$ cat src/sv/gsp_pkg.sv
// gsp_pkg: shared types and constants of the guillotine slot packer
// slot layout, fsm state type, stream and configuration field widths
// no dependencies
`default_nettype none

package gsp_pkg;

    localparam int SLOT_W     = 64;
    localparam int S_TDATA_W  = 8;
    localparam int S_TUSER_W  = 1;
    localparam int M_TDATA_W  = 40;
    localparam int M_TUSER_W  = 2;
    localparam int CFG_IDX_W  = 1;
    localparam int CFG_DATA_W = 16;

    localparam logic [15:0] PAGE_SIZE_RST = 16'd1024;
    localparam logic [7:0]  GUTTER_RST    = 8'd0;

    localparam logic [CFG_IDX_W-1:0] CFG_PAGE_SIZE = 1'b0;
    localparam logic [CFG_IDX_W-1:0] CFG_GUTTER    = 1'b1;

    localparam logic ACT_ALLOC = 1'b0;
    localparam logic ACT_CLEAR = 1'b1;

    localparam logic [1:0] ST_PLACED  = 2'd0;
    localparam logic [1:0] ST_NO_FIT  = 2'd1;
    localparam logic [1:0] ST_DROPPED = 2'd2;

    // u in the lowest bits
    typedef struct packed {
        logic [15:0] vres;
        logic [15:0] ures;
        logic [15:0] v;
        logic [15:0] u;
    } t_slot;

    typedef enum logic [2:0] {
        S_IDLE,
        S_SEARCH,
        S_SHIFT,
        S_RIGHT,
        S_BOTTOM,
        S_DONE
    } t_state;

endpackage

`default_nettype wire

$ cat src/sv/gsp_ram.sv
// gsp_ram: generic simple dual port ram, one write and one registered read port
// used for the free slot list; no dependencies
`default_nettype none

module gsp_ram #(
    parameter int DATA_W = 64,
    parameter int DEPTH  = 32
) (
    input  wire                      i_clk,
    input  wire                      i_we,
    input  wire  [$clog2(DEPTH)-1:0] i_waddr,
    input  wire  [DATA_W-1:0]        i_wdata,
    input  wire                      i_re,
    input  wire  [$clog2(DEPTH)-1:0] i_raddr,
    output logic [DATA_W-1:0]        o_rdata
);

    logic [DATA_W-1:0] r_mem [DEPTH];

    always_ff @(posedge i_clk) begin
        if (i_we) begin
            r_mem[i_waddr] <= i_wdata;
        end
        if (i_re) begin
            o_rdata <= r_mem[i_raddr];
        end
    end

endmodule

`default_nettype wire

$ cat src/sv/guillotine_slot_packer.sv
// guillotine_slot_packer: first-fit rectangle packer over an ordered free slot list
// depends on gsp_pkg and gsp_ram
//
//   channel   dir  handshake                      payload
//   s_axis    in   i_s_axis_tvalid/o_s_axis_tready  tuser action, tdata log2 sizes
//   m_axis    out  o_m_axis_tvalid/i_m_axis_tready  tuser status, tdata position, full
//   cfg       in   i_cfg_valid/o_cfg_ready          register index and data
//
// clear writes one page slot; an allocate finds the first fit, moves entries and writes
// the remainders; a miss ends after the search; all use the single slot ram port pair
// one item is worked at a time; the result register frees the input side
// reset is synchronous and empties the list; slot ram contents are not cleared
// a stalled output holds the next finished item in the done state
`default_nettype none

module guillotine_slot_packer #(
    parameter int MAX_SLOTS = 32
) (
    input  wire                                i_clk,
    input  wire                                i_rst_n,
    input  wire                                i_s_axis_tvalid,
    output logic                               o_s_axis_tready,
    input  wire  [gsp_pkg::S_TDATA_W-1:0]      i_s_axis_tdata,  // width_log2, height_log2
    input  wire  [gsp_pkg::S_TUSER_W-1:0]      i_s_axis_tuser,  // action
    output logic                               o_m_axis_tvalid,
    input  wire                                i_m_axis_tready,
    output logic [gsp_pkg::M_TDATA_W-1:0]      o_m_axis_tdata,  // pos_u, pos_v, page_full
    output logic [gsp_pkg::M_TUSER_W-1:0]      o_m_axis_tuser,  // status
    input  wire                                i_cfg_valid,
    output logic                               o_cfg_ready,
    input  wire  [gsp_pkg::CFG_IDX_W-1:0]      i_cfg_index,
    input  wire  [gsp_pkg::CFG_DATA_W-1:0]     i_cfg_data
);

    import gsp_pkg::*;

    localparam int IW = (MAX_SLOTS > 1) ? $clog2(MAX_SLOTS) : 1;
    localparam int CW = $clog2(MAX_SLOTS + 1);
    localparam logic [CW-1:0] MAX_CNT = CW'(MAX_SLOTS);

    t_state r_state, n_state;

    logic [15:0]   r_page;
    logic [7:0]    r_gutter;
    logic [CW-1:0] r_count;
    logic [16:0]   r_need_w, r_need_h;
    logic [CW-1:0] r_rd_idx;
    logic          r_chk_valid;
    logic [IW-1:0] r_chk_idx;
    t_slot         r_used;
    logic          r_has_right, r_has_bottom;
    logic [IW-1:0] r_src;
    logic [CW-1:0] r_left;
    logic          r_pend;
    logic [IW-1:0] r_pend_dst;
    logic [1:0]    r_status;
    logic [15:0]   r_pos_u, r_pos_v;
    logic          r_full;
    logic          r_out_valid;
    logic [1:0]    r_out_status;
    logic [M_TDATA_W-1:0] r_out_data;

    logic          in_acc, out_free;
    logic          ram_we, ram_re;
    logic [IW-1:0] ram_waddr, ram_raddr;
    t_slot         ram_wdata, rd_slot;
    logic [SLOT_W-1:0] ram_rdata;
    logic          fit, hit, miss, issue;
    logic          nb_right, nb_bottom;
    logic [CW-1:0] cnt_mid, cnt_final;
    logic          dropped;
    logic [16:0]   need_w_in, need_h_in;
    t_slot         right_slot, bottom_slot, page_slot;

    assign rd_slot = ram_rdata;

    gsp_ram #(
        .DATA_W (SLOT_W),
        .DEPTH  (MAX_SLOTS)
    ) u_slots (
        .i_clk   (i_clk),
        .i_we    (ram_we),
        .i_waddr (ram_waddr),
        .i_wdata (ram_wdata),
        .i_re    (ram_re),
        .i_raddr (ram_raddr),
        .o_rdata (ram_rdata)
    );

    assign o_s_axis_tready = (r_state == S_IDLE);
    assign in_acc          = i_s_axis_tvalid && o_s_axis_tready;
    assign out_free        = !r_out_valid || i_m_axis_tready;
    assign o_cfg_ready     = 1'b1;

    assign need_w_in = (17'd1 << i_s_axis_tdata[3:0]) + {8'd0, r_gutter, 1'b0};
    assign need_h_in = (17'd1 << i_s_axis_tdata[7:4]) + {8'd0, r_gutter, 1'b0};

    assign fit  = r_chk_valid && ({1'b0, rd_slot.ures} >= r_need_w)
                              && ({1'b0, rd_slot.vres} >= r_need_h);
    assign hit   = (r_state == S_SEARCH) && fit;
    assign miss  = (r_state == S_SEARCH) && !fit && (r_rd_idx == r_count);
    assign issue = r_rd_idx < r_count;

    assign nb_right  = {1'b0, rd_slot.ures} > r_need_w;
    assign nb_bottom = {1'b0, rd_slot.vres} > r_need_h;

    assign cnt_mid   = r_has_right ? r_count : r_count - CW'(1);
    assign dropped   = r_has_bottom && (cnt_mid == MAX_CNT);
    assign cnt_final = (r_has_bottom && !dropped) ? cnt_mid + CW'(1) : cnt_mid;

    always_comb begin
        page_slot      = '0;
        page_slot.ures = r_page;
        page_slot.vres = r_page;

        right_slot      = r_used;
        right_slot.u    = r_used.u + r_need_w[15:0];
        right_slot.ures = r_used.ures - r_need_w[15:0];
        right_slot.vres = r_need_h[15:0];

        bottom_slot      = r_used;
        bottom_slot.v    = r_used.v + r_need_h[15:0];
        bottom_slot.vres = r_used.vres - r_need_h[15:0];
    end

    // next state
    always_comb begin
        n_state = r_state;
        case (r_state)
            S_IDLE: begin
                if (in_acc) begin
                    n_state = (i_s_axis_tuser[0] == ACT_CLEAR) ? S_DONE : S_SEARCH;
                end
            end
            S_SEARCH: begin
                if (hit) begin
                    n_state = S_SHIFT;
                end else if (miss) begin
                    n_state = S_DONE;
                end
            end
            S_SHIFT: begin
                if (r_left == '0) begin
                    n_state = S_RIGHT;
                end
            end
            S_RIGHT:  n_state = S_BOTTOM;
            S_BOTTOM: n_state = S_DONE;
            S_DONE: begin
                if (out_free) begin
                    n_state = S_IDLE;
                end
            end
            default:  n_state = S_IDLE;
        endcase
    end

    // slot ram controls
    always_comb begin
        ram_we    = 1'b0;
        ram_waddr = '0;
        ram_wdata = rd_slot;
        ram_re    = 1'b0;
        ram_raddr = r_src;
        case (r_state)
            S_IDLE: begin
                ram_we    = in_acc && (i_s_axis_tuser[0] == ACT_CLEAR);
                ram_wdata = page_slot;
            end
            S_SEARCH: begin
                ram_re    = issue;
                ram_raddr = r_rd_idx[IW-1:0];
            end
            S_SHIFT: begin
                ram_re    = (r_left != '0);
                ram_we    = r_pend;
                ram_waddr = r_pend_dst;
            end
            S_RIGHT: begin
                ram_we    = r_has_right;
                ram_wdata = right_slot;
            end
            S_BOTTOM: begin
                ram_we    = r_has_bottom && !dropped;
                ram_waddr = cnt_mid[IW-1:0];
                ram_wdata = bottom_slot;
            end
            default: begin
                ram_we = 1'b0;
            end
        endcase
    end

    always_ff @(posedge i_clk) begin
        if (!i_rst_n) begin
            r_state     <= S_IDLE;
            r_count     <= '0;
            r_page      <= PAGE_SIZE_RST;
            r_gutter    <= GUTTER_RST;
            r_out_valid <= 1'b0;
        end else begin
            r_state <= n_state;

            if (i_cfg_valid && o_cfg_ready) begin
                case (i_cfg_index)
                    CFG_PAGE_SIZE: r_page   <= i_cfg_data;
                    CFG_GUTTER:    r_gutter <= i_cfg_data[7:0];
                    default:       r_page   <= r_page;
                endcase
            end

            if (r_state == S_IDLE && in_acc && i_s_axis_tuser[0] == ACT_CLEAR) begin
                r_count <= CW'(1);
            end
            if (r_state == S_BOTTOM) begin
                r_count <= cnt_final;
            end

            if (r_state == S_DONE && out_free) begin
                r_out_valid <= 1'b1;
            end else if (i_m_axis_tready) begin
                r_out_valid <= 1'b0;
            end
        end
    end

    // datapath, no reset needed
    always_ff @(posedge i_clk) begin
        case (r_state)
            S_IDLE: begin
                r_need_w    <= need_w_in;
                r_need_h    <= need_h_in;
                r_rd_idx    <= '0;
                r_chk_valid <= 1'b0;
                r_status    <= ST_PLACED;
                r_pos_u     <= '0;
                r_pos_v     <= '0;
                r_full      <= 1'b0;
            end
            S_SEARCH: begin
                r_chk_valid <= issue;
                r_chk_idx   <= r_rd_idx[IW-1:0];
                if (issue) begin
                    r_rd_idx <= r_rd_idx + CW'(1);
                end
                if (hit) begin
                    r_used       <= rd_slot;
                    r_has_right  <= nb_right;
                    r_has_bottom <= nb_bottom;
                    r_pend       <= 1'b0;
                    if (nb_right) begin
                        r_src  <= r_chk_idx - IW'(1);
                        r_left <= CW'(r_chk_idx);
                    end else begin
                        r_src  <= r_chk_idx + IW'(1);
                        r_left <= r_count - CW'(1) - CW'(r_chk_idx);
                    end
                end else if (miss) begin
                    r_status <= ST_NO_FIT;
                    r_full   <= (r_count == '0);
                end
            end
            S_SHIFT: begin
                if (r_left != '0) begin
                    r_pend     <= 1'b1;
                    r_pend_dst <= r_has_right ? r_src + IW'(1) : r_src - IW'(1);
                    r_src      <= r_has_right ? r_src - IW'(1) : r_src + IW'(1);
                    r_left     <= r_left - CW'(1);
                end else begin
                    r_pend <= 1'b0;
                end
            end
            S_BOTTOM: begin
                r_status <= dropped ? ST_DROPPED : ST_PLACED;
                r_pos_u  <= r_used.u + {8'd0, r_gutter};
                r_pos_v  <= r_used.v + {8'd0, r_gutter};
                r_full   <= (cnt_final == '0);
            end
            S_DONE: begin
                if (out_free) begin
                    r_out_status <= r_status;
                    r_out_data   <= {{(M_TDATA_W - 33){1'b0}}, r_full, r_pos_v, r_pos_u};
                end
            end
            default: begin
                r_pend <= r_pend;
            end
        endcase
    end

    assign o_m_axis_tvalid = r_out_valid;
    assign o_m_axis_tuser  = r_out_status;
    assign o_m_axis_tdata  = r_out_data;

endmodule

`default_nettype wire
$ cat config.mk
export PLATFORM = sky130hd
export DESIGN_NAME = guillotine_slot_packer
export DESIGN_NICKNAME = d
export VERILOG_FILES = /design/src/sv/gsp_pkg.sv /design/src/sv/gsp_ram.sv /design/src/sv/guillotine_slot_packer.sv
export SDC_FILE = /design/constraint.sdc
export NUM_CORES = 2
export LEC_CHECK = 0
export BUFFER_PORTS_ARGS = -buffer_cell sky130_fd_sc_hd__buf_2
export CORE_MARGIN = 2
export CORE_UTILIZATION = 60
export DETAILED_ROUTE_END_ITERATION = 16
export PLACE_DENSITY = 0.72
export SKIP_CTS_REPAIR_TIMING = 1
export SYNTH_ARGS = -nofsm -noshare
export SYNTH_HDL_FRONTEND = slang
export SYNTH_SLANG_ARGS = --single-unit
$ cat constraint.sdc
create_clock -name i_clk -period 7.71 [get_ports i_clk]
set_input_delay 0.771 -clock i_clk [delete_from_list [all_inputs] [get_ports i_clk]]
set_output_delay 0.771 -clock i_clk [all_outputs]
set_load 0.005 [all_outputs]
# After elaboration in Yosys (flattened, before gate mapping)
# Memory sizes are Yosys's and may differ from the RTL's. A register that Yosys moved wholly into a read port is not among the register bits.
# Index checks and enable logic that the tools add are counted.
# totals
regBits	233
ram_bits	2048
in_bits	31
memories	1
# op_classes
addsub	17
order_cmp	5
eq_ne	16
shifts	2
muxes	45
bitwise	1
n_reduce_logical	37
# memory_table
memory	words	width	read_ports	rd_ports_with_merged_regs	wr	line_no	text
u_slots.r_mem	32	64	1	1	1	gsp_ram.sv:18	logic [DATA_W-1:0] r_mem [DEPTH];
# op_table
operator	count
64-bit one-hot mux with 3 select lines	1
16-bit one-hot mux with 2 select lines	2
6-bit two-way mux	8
17-bit by 9-bit adder with 17-bit output	2
16-bit by 17-bit greater-or-equal comparator with 1-bit output	2
16-bit by 17-bit > comparator with 1-bit output	2
1-bit by 4-bit left shift with 17-bit output, first input constant	2
16-bit adder	2
16-bit by 8-bit adder with 16-bit output	2
16-bit subtractor	2
5-bit two-way mux	6
6-bit one-hot mux with 2 select lines	2
5-bit one-hot mux with 2 select lines	2
6-bit logical NOT	3
3-bit two-way mux	6
3-bit one-hot mux with 6 select lines	1
2-bit != test, second input constant	7
2-bit AND reduction	7
6-bit by 1-bit adder with 6-bit output, second input constant	2
1-bit logical AND	12
6-bit by 1-bit subtractor with 6-bit output, second input constant	2
5-bit by 1-bit adder with 5-bit output, second input constant	2
2-bit nonzero test	5
5-bit by 1-bit subtractor with 5-bit output, second input constant	2
other kinds (23)	39

# Longest topological paths before layout
# logic_depth
depth_word	9
ltp_mapped	15
depth_no_buf	12

# Hierarchy
# From an unflattened synthesis, not the netlist that was laid out.
# hier_totals
cells_unflattened	4780
area_unflattened_um2	95542.9
# by_module_without_submodules
mod	n_inst	cells_per_inst	area_per_inst_um2
gsp_ram	1	3096	79605.1
guillotine_slot_packer	1	1684	15937.8

# Worst setup path after synthesis
# OpenSTA, ideal clock, no wires.
# synth_path
path_type	register to register
from	register r_count[0]
to	memory u_slots.r_mem[19][0], enable pin
t_arrival_ns	5.327
setup_slack_ns	1.896
path_stages_with_launch	14
path_buffers	1
cell_sequence	dfxtp_1 > clkbuf_1 > inv_1 > ha_1 > mux2i_1 > inv_1 > ha_1 > and3b_1 > o21a_1 > a31oi_1 > a31oi_1 > nor3_1 > nand2_1 > nor2_1
# synth_via
elab_chain_cells	9
word_cells_on_any_way	10
cone_classes	add/sub: 1; eq/ne: 1; mux: 5; reduce/logical: 3
# synth_lines
element	line_no	text
start, declared	guillotine_slot_packer.sv:45	logic [CW-1:0] r_count;
start signal, assigned	guillotine_slot_packer.sv:216	r_count <= cnt_final;
6-bit by 1-bit subtractor with 6-bit output	guillotine_slot_packer.sv:107	assign cnt_mid = r_has_right ? r_count : r_count - CW'(1);
6-bit two-way mux (*)	guillotine_slot_packer.sv:107	
6-bit == test	guillotine_slot_packer.sv:108	assign dropped = r_has_bottom && (cnt_mid == MAX_CNT);
1-bit logical AND	guillotine_slot_packer.sv:108	
1-bit logical NOT	guillotine_slot_packer.sv:184	ram_we = r_has_bottom && !dropped;
1-bit logical AND	guillotine_slot_packer.sv:184	
1-bit one-hot mux with 4 select lines	guillotine_slot_packer.sv:165	case (r_state)
1-bit two-way mux	gsp_ram.sv:21	if (i_we) begin
1-bit two-way mux (not written as such)	gsp_ram.sv:22	r_mem[i_waddr] <= i_wdata;
end, declared	gsp_ram.sv:18	
# Mark *: on every way between the ends. The rest lies on a longest branch, timed or not.

# Final worst setup path
# layout_path
from	register r_count[0]
to	memory u_slots.r_mem[23][7], enable pin
# Same word-level chain as after synthesis.

==> results.cfg <==
[timing]
whs_ps = 98.4
finalSetupTns_ps = 0
slew_violations = 0
relSlewSlack_pct = 10.8
rsz0062_at_grt = false
finalHoldViolCount = 0
tightestPinTransition_ps = 1340
clock.fmax_mhz = 168
min_period_ps = 5970
fin_worst_skew_ps = 64.2
setup_viol = 0
fin_crit_sh_pct = 77.4

[die]
rows = 146
fp.dieW_um = 403
core_area_um2 = 158000
io_pins = 76
die_h_um = 403
start_util_pct = 60.4
dieArea_um2 = 162000

[detailed_routing]
viasPerCell = 6.75
wire_per_inst_um = 30.9
wirelength_mm = 258
drt-pass1-iter-count = 6
drc_errors = 0
drtIter0Drc = 9009
vias = 56300
antenna_left = 0

[yosys]
synthTopCellsByArea = edfxtp_1 73%, mux4_2 7.3%, nand2_1 3.7%, ha_1 1.9%, nand3_1 1.7%
ys_ff_latch = 2345
syn-cell-area_um2 = 95600
ys_warn_count = 0
synth_edf_count = 2311
synth_top_cell_by_area = edfxtp_1
synth_common_cells = 2311 x edfxtp_1, 932 x nand2_1, 317 x nand3_1
synth_top_area_share_pct = 72.6
syn_inst = 5946
yosysSeqAreaShare_pct = 73.3
yosys_most_used_dff = edfxtp_1
avgSynthCellArea_um2 = 16.1
yosysMostFrequentCell = edfxtp_1
ys_types = 84
synthArstFlopShare_pct = 0

[power_and_ir_drop]
pwr_density_cell_nw_per_um2 = 394
vdd_ir_drop_max_uv = 275
p_leak_uw = 0.0353
finalPower_uw = 42000

[grt]
gr-total-overflow = 0
grt_use_met3_pct = 7.41
grt_pass1_wl_mm = 371
grt_util_met2_pct = 48.8
antenna_found_initial = 10
grt_max_degree = 167
grt_pass1_vias = 53900
grt_use_met1_pct = 45.9
track_usage_pct = 31.7
grt_busiest_layer = met2

[status]
status = complete, no violations

[finish]
area_growth_pct = 11.6
nets = 6266
drive_above_1_share_pct = 15.5
fillers = 10200

[clock_tree]
cts_tree = done
htreeDepth = 4
clkSinkCount = 2345
clk_latency_ps = 890
clockRootBuffer = clkbuf_16
clk_pin_slew_ps = 70
cts.path.max_buffers = 3
numCtsBuffers = 220

[placement]
place.gp.congestion = 0.939
post-dp-hpwl_mm = 156
portBuffers = 67

[setup_path]
critPathLaunchType = register
cp-end-kind = register
crit_type = reg2reg
arrival_ps = 6490
cp.required_ps = 8240
crit_fanout = 24

[hold_path]
hold_class = in2reg

[job]
cap_violations = 0
==> where the power goes <==
group,switching [uW],internal (uW)
clock network,4820,6240
logic,9040,3870
registers,819,17200
total,14700,27300
==> worst paths after layout <==
kind	cells after the start	startpoint	slack, ps	endpoint
max	13	r_count[0]	1740	u_slots.r_mem[23][7]
min	3	i_cfg_data[10]	100	r_page[10]
max reg2reg	13	r_count[0]	1740	u_slots.r_mem[23][7]
min reg2reg	0	r_pos_v[5]	420	o_m_axis_tdata[21]
==> logic make-up (layout without fill, tap and decap cells) <==
group                      after synthesis  in the layout  share of synthesized area [%]
DFF                                   2345           2345                           73.3
and+or+nand+nor                       1731           1731                           8.09
AOI/OAI and AO/OA                      821            821                           5.69
buffers and inverters                  433            744                           2.05
muxes                                  347            347                           7.69
adders and majority gates              156            156                           2.12
xor gates and xnor gates               111            111                           1.02
other                                    2             11                        0.00786
==> area by class of cell <==
class	instances	area (um^2)	share of cell area, %
Clock inverter	152	1740	1.64
Timing Repair Buffer	220	1830	1.72
Clock buffer	256	5640	5.29
Inverter	116	435	0.408
Multi-Input combinational cell	3176	24300	22.8
Sequential cell	2345	70100	65.7
Antenna cell	1	2.50	0.00235
Tap cell	2072	2590	2.43
==> placed cells by master (no fill, tap or decap), types with 26 or more instances in the layout <==
cell type and count:
mux4_2 308, buf_12 28, clkinv_2 39, a31oi_1 109
a21boi_0 26, o22ai_1 43, nor3_1 43, a22oi_1 183
a21o_1 50, clkinv_1 54, bufinv_16 29, ha_1 146
nor2_1 111, xor2_1 47, buf_4 125, nand4_1 162
edfxtp_1 2311, clkbuf_16 220, nor2_4 44, xnor2_1 64
mux2i_1 31, clkbuf_1 36, a21oi_1 115, dfxtp_1 32
buf_2 67, nand3_1 317, nand2_1 929, o21ai_0 104
inv_1 112, a211oi_1 31
==> worst max-delay path, cell delays in order (launching register included) <==
cell and delay [ps]:
dfxtp_1 550, inv_1 110, ha_1 350, mux2i_1 460, inv_1 140, ha_1 250
and3b_1 210, o21a_1 130, a31oi_1 320, a31oi_1 240, nor3_1 550, nand2_1 640
nor2_4 1170, buf_4 450
==> layer usage <==
layer	wire [um]	vias up
li1	-	23500
met1	97200	28500
met2	119000	3732
met3	32800	509
met4	8310	6
met5	49	-
==> state kept, by name, indices dropped and copies added (netlist names), 17 cells and up <==
register         flops
r_need_h            17
bottom_slot         32
o_m_axis_tdata      33
u_slots.o_rdata     64
r_used              32
r_need_w            17
u_slots.r_mem     2048
==> stage by stage <==
| stage | utilization (%) | instance area [um^2] | worst slack [ps] | instances |
|---|---|---|---|---|
| 2_1_floorplan | - | 95600 | 1900 | 5954 |
| 3_3_place_gp | 62.7 | 99200 | 2050 | 7929 |
| 3_5_place_dp | 62.7 | 99200 | 2070 | 7929 |
| 4_1_cts | 67.4 | 107000 | 1890 | 8337 |
| 5_1_grt | 67.4 | 107000 | 1600 | 8337 |
| 6_report | 67.4 | 107000 | 1740 | 8338 |
(Power assumes the default switching activity.)
